$ cat config.mk
export PLATFORM = sky130hd
export DESIGN_NAME = rdst_span_alu
export DESIGN_NICKNAME = d
export VERILOG_FILES = /design/src/rtl/rdst_pkg.sv /design/src/rtl/rdst_span_alu.sv
export SDC_FILE = /design/constraint.sdc
export NUM_CORES = 1
export LEC_CHECK = 0
export BUFFER_PORTS_ARGS = -buffer_cell sky130_fd_sc_hd__buf_2
export CORE_MARGIN = 1.5
export CORE_UTILIZATION = 40
export DETAILED_ROUTE_END_ITERATION = 8
export GPL_ROUTABILITY_DRIVEN = 1
export MAX_ROUTING_LAYER = met4
export PLACE_DENSITY = 0.72
export SLEW_MARGIN = 30
export SYNTH_ARGS = -nofsm -noshare
export SYNTH_HDL_FRONTEND = slang
export SYNTH_SLANG_ARGS = --single-unit
$ cat constraint.sdc
create_clock -name vclk -period 15.7
set_clock_uncertainty 0.05 [all_clocks]
set_input_delay 3.925 -clock vclk [all_inputs]
set_output_delay 3.925 -clock vclk [all_outputs]
set_load 0.02 [all_outputs]
$ cat src/rtl/rdst_pkg.sv
// Shared types and constants for the row dirty span tracker.
`default_nettype none

package rdst_pkg;

    // Column field width and its largest value
    localparam int COL_W = 11;
    localparam logic [COL_W-1:0] COL_FIELD_MAX = 11'd2047;

    // Rows reachable through the 8-bit row field
    localparam int ROW_FIELD_ROWS = 256;

    // Register reset values
    localparam logic [8:0]       ROW_COUNT_RESET    = 9'd24;
    localparam logic [COL_W-1:0] COLUMN_COUNT_RESET = 11'd80;

    // Register indexes
    localparam logic [1:0] CFG_ROW_COUNT    = 2'd0;
    localparam logic [1:0] CFG_COLUMN_COUNT = 2'd1;

    // Operation codes; the unused code behaves as a query
    typedef enum logic [1:0] {
        OP_TAINT   = 2'd0,
        OP_CLEANSE = 2'd1,
        OP_QUERY   = 2'd2
    } op_t;

    // One column span [first, limit)
    typedef struct packed {
        logic [COL_W-1:0] first;
        logic [COL_W-1:0] limit;
    } span_t;

endpackage

`default_nettype wire

$ cat src/rtl/rdst_span_alu.sv
// Span update logic: taint, cleanse and query of one row's span.
`default_nettype none

module rdst_span_alu (
    input  wire logic [1:0]                 op,
    input  wire rdst_pkg::span_t            cur,
    input  wire rdst_pkg::span_t            given,
    input  wire logic [rdst_pkg::COL_W-1:0] cols,
    output rdst_pkg::span_t                 upd,
    output logic                            changed
);

    rdst_pkg::span_t raw;
    logic            norm;

    always_comb
    begin
        raw  = cur;
        norm = 1'b0;
        case (op)
            rdst_pkg::OP_TAINT:
            begin
                raw.first = (cur.first < given.first) ? cur.first : given.first;
                raw.limit = (cur.limit > given.limit) ? cur.limit : given.limit;
                if (raw.limit > cols)
                begin
                    raw.limit = cols;
                end
                norm = 1'b1;
            end
            rdst_pkg::OP_CLEANSE:
            begin
                // trim only the edges that the given span covers
                if (given.first <= cur.first)
                begin
                    raw.first = (cur.first > given.limit) ? cur.first : given.limit;
                end
                if (given.limit >= cur.limit)
                begin
                    raw.limit = (cur.limit < given.first) ? cur.limit : given.first;
                end
                norm = 1'b1;
            end
            default:
            begin
                raw  = cur;
                norm = 1'b0;
            end
        endcase
    end

    always_comb
    begin
        upd = raw;
        if (norm && (raw.first >= raw.limit))
        begin
            upd = '0;
        end
    end

    assign changed = (upd.first != cur.first) || (upd.limit != cur.limit);

endmodule

`default_nettype wire

Word level (Yosys, flattened, before mapping)
Index checks and enable logic that the tools add are counted. W data, S select, Z words.

Flip-flop bits (word level): 0. Output and inout bits: 23. Bits of input ports: 57.

Muxes and demuxes: 10. Reduce and logical (&&, ||, !) cells: 4. Eq/ne operators: 3. Magnitude comparators: 8.

Operators with widths (number): $mux W11 (7); $pmux W22 S2 (1); $gt A11 B11 Y1 (3); $ge A11 B11 Y1 (2); $lt A11 B11 Y1 (2); $mux W22 (1); $ne A11 B11 Y1 (2); $le A11 B11 Y1 (1); $eq A2 B1 Y1 const B (1); $logic_not A2 Y1 (1); $reduce_or A2 Y1 (1); $logic_and A1 B1 Y1 (1); $logic_or A1 B1 Y1 (1); $mux W1 (1).

Longest topological paths before layout
Gate-level depths: netlist of run 1.

Word-level depth: 10. Gate-level depth with buffers: 31. Depth with buffers taken out: 26.

Worst setup path after synthesis of run 1
No wires, ideal clock.

Path kind: input port to output port. Start point: input cur[8] (netlist bit). End point: output changed. Stages on the path: 30. Slack: 1.896 ns. Arrival: 9.829 ns. Required time: 11.725 ns. Buffers on the path: 6. Cell sequence: clkbuf_1 inv_1 ha_1 a21oi_1 o21ai_0 a211oi_4 buf_2 mux2i_1 ha_1 a41oi_1 o21ai_0 a211oi_2 or2_1 buf_2 buf_6 a21oi_1 a21oi_1 a21boi_0 ha_1 a21oi_1 o21ai_0 a21oi_1 o21ai_0 and2_1 clkbuf_1 buf_4 nor3_1 nand2_1 o2bb2ai_1 nand4b_1.

RTL lines: start, declared (RTL line rdst_span_alu.sv:6) `input wire rdst_pkg::span_t cur,`; end, declared (RTL line rdst_span_alu.sv:10) `output logic changed`.

Worst setup path after layout of run 1
Start point: input cur[2] (netlist bit). End point: output changed.

Cells in the longest elaborated chain, start to end: 10.

RTL lines: $gt A11 B11 Y1 (RTL line rdst_span_alu.sv:24) `raw.limit = (cur.limit > given.limit) ? cur.limit : given.limit;`; $mux W11 (RTL line rdst_span_alu.sv:24); $gt A11 B11 Y1 (RTL line rdst_span_alu.sv:25) `if (raw.limit > cols)`; $mux W11 (RTL line rdst_span_alu.sv:25); $pmux W22 S2 (RTL line rdst_span_alu.sv:20) `case (op)`; $ge A11 B11 Y1 (RTL line rdst_span_alu.sv:55) `if (norm && (raw.first >= raw.limit))`; $logic_and A1 B1 Y1 (RTL line rdst_span_alu.sv:55); $mux W22 (RTL line rdst_span_alu.sv:55); $ne A11 B11 Y1 (RTL line rdst_span_alu.sv:61) `assign changed = (upd.first != cur.first) || (upd.limit != cur.limit);`; $logic_or A1 B1 Y1 (*) (RTL line rdst_span_alu.sv:61).

Mark *: on every way between the ends. The rest lies on a longest branch, timed or not.

==> reports/results.ini, run 1 <==
[setup_path]
cp_slowest_cell = a211oi_2
worstPathMaxFanout = 17
startpoint_type = input port
crit_arrival_ns = 11.00
critPathMaxStageDelay_ns = 0.55
worst-setup-path-type = input port to primary output
worstPathRequired_ns = 11.73
cp_common_cell = a21oi_1
end_kind = primary output

[routing]
drc_errors = 0
detail-route-antenna-nets = 0
vias_per_cell = 6.475
drt_pass1_iterations = 5
vias = 4280
first_iter_violations = 410
wl_per_cell_um = 22.79
wl_um = 15060

[timing]
fin_crit_sh = 0.9537
rsz0062_at_grt = false
finalCriticalPeriod_ns = 14.97
finalSetupViolCount = 0
fmax_mhz = 66.79
finalHoldViolCount = 0
slew_viol_final = 0
fin_setup_tns_ns = 0
worstMarginPinSlew_ns = 0.8632
max_slew_margin = 0.4224

[finish]
mostFrequentLayoutCell = buf_2
fin_nets = 680
layout_common_cells = buf_2 (80), ha_1 (65), inv_1 (64)
seq_area_um2 = 0
area_growth_pct = 13.53
drive_above_1_share = 0.1781
n_clock_buffer = 0
seq_cells = 0
diodes = 0

[power]
power.total_mw = 0.1900
seq_power_share = 0
leakagePower_nw = 1.890
peakVddDrop_mv = 0.01964
p_sw_frac = 0.6489
switchingPower_mw = 0.1233
comb_power_share = 1.000
power_density_nw_per_um2 = 50.13
intPower_mw = 0.06670
p_clk_frac = 0

[clock_tree]
ctsHoldBuffers = 0
cts_setup_buffers = 0
cts_resized = 0

[global_route]
antenna_found_initial = 0
grt_pass1_wl_um = 22690
grt_max_degree = 26
grt_overflow_total = 0
track_usage = 0.3450
grt_pass1_vias = 3979

[die]
io_pins = 80
core-area_um2 = 8134
dieArea_um2 = 8903
rows = 33
initial_core_util = 0.4104
die-height_um = 94.36
die_w_um = 94.36

[yosys]
synthTopCellsByArea = ha_1 (24%), inv_1 (7.2%), a21oi_1 (6.3%)
avgSynthCellArea_um2 = 6.799
yosys_warnings = 0
syn_nets = 613
synth_top_cell_area_share = 0.2436
yosysSeqAreaShare = 0
synthCells = 491
synthDistinctLibCells = 72
synth_top_area_cell = ha_1
syn_area_um2 = 3338

[worst_hold_path]
hold_path.startpoint = cur[17]
holdCritPathClass = input port to primary output
holdPathEnd = changed
hold-path-cell-count = 5

[place]
hpwlAfterDp_um = 12450
routabilityCongestion = 1.033
port-buffer-count = 80

[run_status]
status = completed

[flow_run]
drv_cap = 0

[routing by layer]
metal  global-route usage  routed length (um)  share of wire
met5                    -                   0              0
met4              0.09577                 518          0.034
met3             0.007246                1203          0.080
met2               0.5737                6893           0.46
met1               0.4593                6449           0.43
[final cells by class]
| type | instances | area, um^2 |
|---|---|---|
| Timing Repair Buffer | 81 | 407.9 |
| Tap cell | 105 | 131.4 |
| Inverter | 66 | 247.7 |
| Multi-Input combinational cell | 409 | 3003 |
| Fill cell | 883 | 4344 |
[synth_stat cells (all sizes together), types with 7 or more instances]
library cell,n
o21ai,40
buf,8
nand3,13
mux2i,17
a211oi,12
clkbuf,8
nand4,12
inv,65
nor3,21
o31ai,7
nand2,22
a21oi,43
ha,65
nor2,52
o22ai,14
and2,8
[worst max-delay path: cells and delay by family]
family	cells	cell delay, ns
AOI/OAI and AO/OA	15	3.54
buffers and inverters	4	0.76
and+or+nand+nor	5	1.48
adders and majority gates	3	0.94
muxes	1	0.33
[through the flow]
stage               setup slack (ns)  instance area, um^2  hold WS [ns]  cells  utilization
global route                  0.2248                 3790         8.346    661       0.4659
global placement               1.121                 3789         8.308    661       0.4658
CTS                           0.7493                 3789         8.316    661       0.4658
detailed placement            0.7695                 3789         8.319    661       0.4658
finish                        0.7266                 3790         8.318    661       0.4659
floorplan                      1.896                 3338         8.033    491            -
[power by group through the flow]
stage	Sequential [mW]	Combinational [mW]	Clock [mW]
2_1_floorplan	0	0.127	0
3_3_place_gp	0	0.182	0
6_report	0	0.190	0
3_5_place_dp	0	0.185	0
5_1_grt	0	0.207	0
4_1_cts	0	0.186	0
[worst max path at each step]
stage | start | end | depth (start not counted)
after floorplan | cur[8] | changed | 30
after detailed placement | cur[2] | changed | 27
final | cur[2] | changed | 28
after CTS | cur[2] | changed | 27
after global routing | cur[10] | changed | 27
after global placement | cur[4] | changed | 27
[cell families (layout without fill, tap and decap cells)]
logic type,count (synthesis),after routing,synth area share
AOI/OAI and AO/OA,173,173,0.3658
adders and majority gates,65,65,0.2436
and+or+nand+nor,153,153,0.2320
muxes,18,18,0.05772
buffers and inverters,82,147,0.1008
Note: power is estimated with default switching activity, not from simulation.
==> inputs of run 2 (changes only) <==
CORE_UTILIZATION = 44   (was 40)
PLACE_DENSITY = 0.77   (was 0.72)
==> run 2 against run 1 <==
Net effect: fmax rose by 1.0%; largest cell class unchanged; combinational power about the same; critical path type unchanged; highest routed layer unchanged; utilization grew 5.8 points.
==> reports/results.ini, run 2 (synthesis results as in run 1) <==
[die]
initial_core_util = 0.4578  ; +0.04739
die-height_um = 90.10  ; -4.5%
io_pins = 80  ; unchanged
core-area_um2 = 7292  ; -10%
die_w_um = 90.10  ; -4.5%
dieArea_um2 = 8118  ; -8.8%
rows = 31  ; -6.1%

[place]
dp_cells = 655  ; -0.91%
port-buffer-count = 80  ; unchanged
hpwlAfterDp_um = 12520  ; +0.50%
routabilityCongestion = 1.021  ; -1.2%
placed_area_um2 = 3781  ; -0.20%

[finish]
seq_cells = 0  ; unchanged
stdcell_count = 657  ; -0.61%
fin_nets = 682  ; +0.29%
num-fill-cells = 811  ; -8.2%
mostFrequentLayoutCell = buf_2
finish.utilization = 0.5242  ; +0.05827
n_clock_buffer = 0  ; unchanged
design_area_um2 = 3822  ; +0.86%
drive_above_1_share = 0.1810  ; +0.002946
layout_common_cells = buf_2 (80), ha_1 (65), inv_1 (64)
area_growth_pct = 14.51
seq_area_um2 = 0  ; unchanged
diodes = 0  ; unchanged

[power]
power.total_mw = 0.1924  ; +1.3%
switchingPower_mw = 0.1233  ; about the same
comb_power_share = 1.000  ; about the same
peakVddDrop_mv = 0.02201  ; +12%
leakagePower_nw = 1.909  ; +1.0%
power_density_nw_per_um2 = 50.32  ; +0.39%
seq_power_share = 0  ; unchanged
intPower_mw = 0.06910  ; +3.6%
p_clk_frac = 0  ; unchanged
p_sw_frac = 0.6408  ; -0.008126

[flow_run]
drv_cap = 0  ; unchanged

[timing]
fin_setup_tns_ns = 0  ; unchanged
finalCriticalPeriod_ns = 14.82  ; -0.1505 ns
fmax_mhz = 67.46  ; +1.0%
worstMarginPinSlew_ns = 0.8222  ; -0.04104 ns
max_slew_margin = 0.4477  ; +0.02527
rsz0062_at_grt = false
finalHoldViolCount = 0  ; unchanged
finalSetupViolCount = 0  ; unchanged
fin_crit_sh = 0.9441  ; -0.009588
slew_viol_final = 0  ; unchanged

[setup_path]
worst-setup-path-type = input port to primary output
cp_slowest_cell = nor3_1
worstPathMaxFanout = 14  ; -3
startpoint_type = input port
critPathMaxStageDelay_ns = 0.64  ; +0.09 ns
end_kind = primary output
worstPathRequired_ns = 11.73  ; about the same
crit_arrival_ns = 10.85  ; -0.15 ns
cp_common_cell = a21oi_1

[routing]
vias_per_cell = 6.522  ; +0.73%
detail-route-antenna-nets = 0  ; unchanged
vias = 4285  ; +0.12%
drc_errors = 0  ; unchanged
first_iter_violations = 347  ; -15%
wl_um = 15040  ; -0.14%
drt_pass1_iterations = 5  ; unchanged
wl_per_cell_um = 22.90  ; +0.47%

[global_route]
grt_pass1_wl_um = 23020  ; +1.5%
grt_pass1_vias = 4067  ; +2.2%
grt_overflow_total = 0  ; unchanged
grt_max_degree = 26  ; unchanged
track_usage = 0.3736  ; +0.02859
antenna_found_initial = 0  ; unchanged

[clock_tree]
ctsHoldBuffers = 0  ; unchanged

[run_status]
status = completed

[worst_hold_path]
holdCritPathClass = input port to primary output

[run 2: final timing paths]
path / cells past startpoint / start / endpoint
setup / recovery: 29 / cur[8] / changed
hold / removal: 5 / cur[17] / changed
[run 2: stage by stage]
| stage | setup slack (ns) | hold slack [ns] |
|---|---|---|
| after detailed placement | 0.5211 | 8.327 |
| final | 0.8771 | 8.326 |
| after global placement | 0.6885 | 8.315 |
| after global routing | 0.2085 | 8.344 |
| after CTS | 0.5075 | 8.324 |
| after floorplan | 1.896 | 8.033 |
[run 2: worst max-delay path, delay by kind of cell]
family | cells | cell delay [ns]
compound gates | 12 | 2.72
simple gates | 7 | 2.14
fa+ha+maj | 3 | 0.95
buf+inv | 6 | 0.86
mux | 1 | 0.24
[run 2: cell type report]
cell class / instances / area, um^2 / share of cell area
Inverter: 66 / 247.7 / 0.06481
Multi-Input combinational cell: 409 / 3003 / 0.7856
Tap cell: 99 / 123.9 / 0.03241
Timing Repair Buffer: 83 / 447.9 / 0.1172
[run 2: power by group through the flow]
stage | Combinational [mW] | Sequential, mW | Clock (mW)
2_1_floorplan | 0.127 | 0 | 0
6_report | 0.192 | 0 | 0
5_1_grt | 0.209 | 0 | 0
3_3_place_gp | 0.183 | 0 | 0
4_1_cts | 0.186 | 0 | 0
3_5_place_dp | 0.185 | 0 | 0
[run 2: metal layers]
layer  vias to the layer above  GRT usage  routed length [um]
met4                         0     0.1085                 498
met1                      2004     0.4762                6166
li1                       2001          -                   -
met2                       239     0.6294                7084
met5                         -          -                   0
met3                        41    0.02876                1293
[run 2: what timing repair did]
item | 4_1_cts | 5_1_grt
setup buffers | 0 | 2
resized for setup | 0 | 1
endpoints found under the hold margin | 0 | 0
endpoints found under the setup margin | 0 | 1
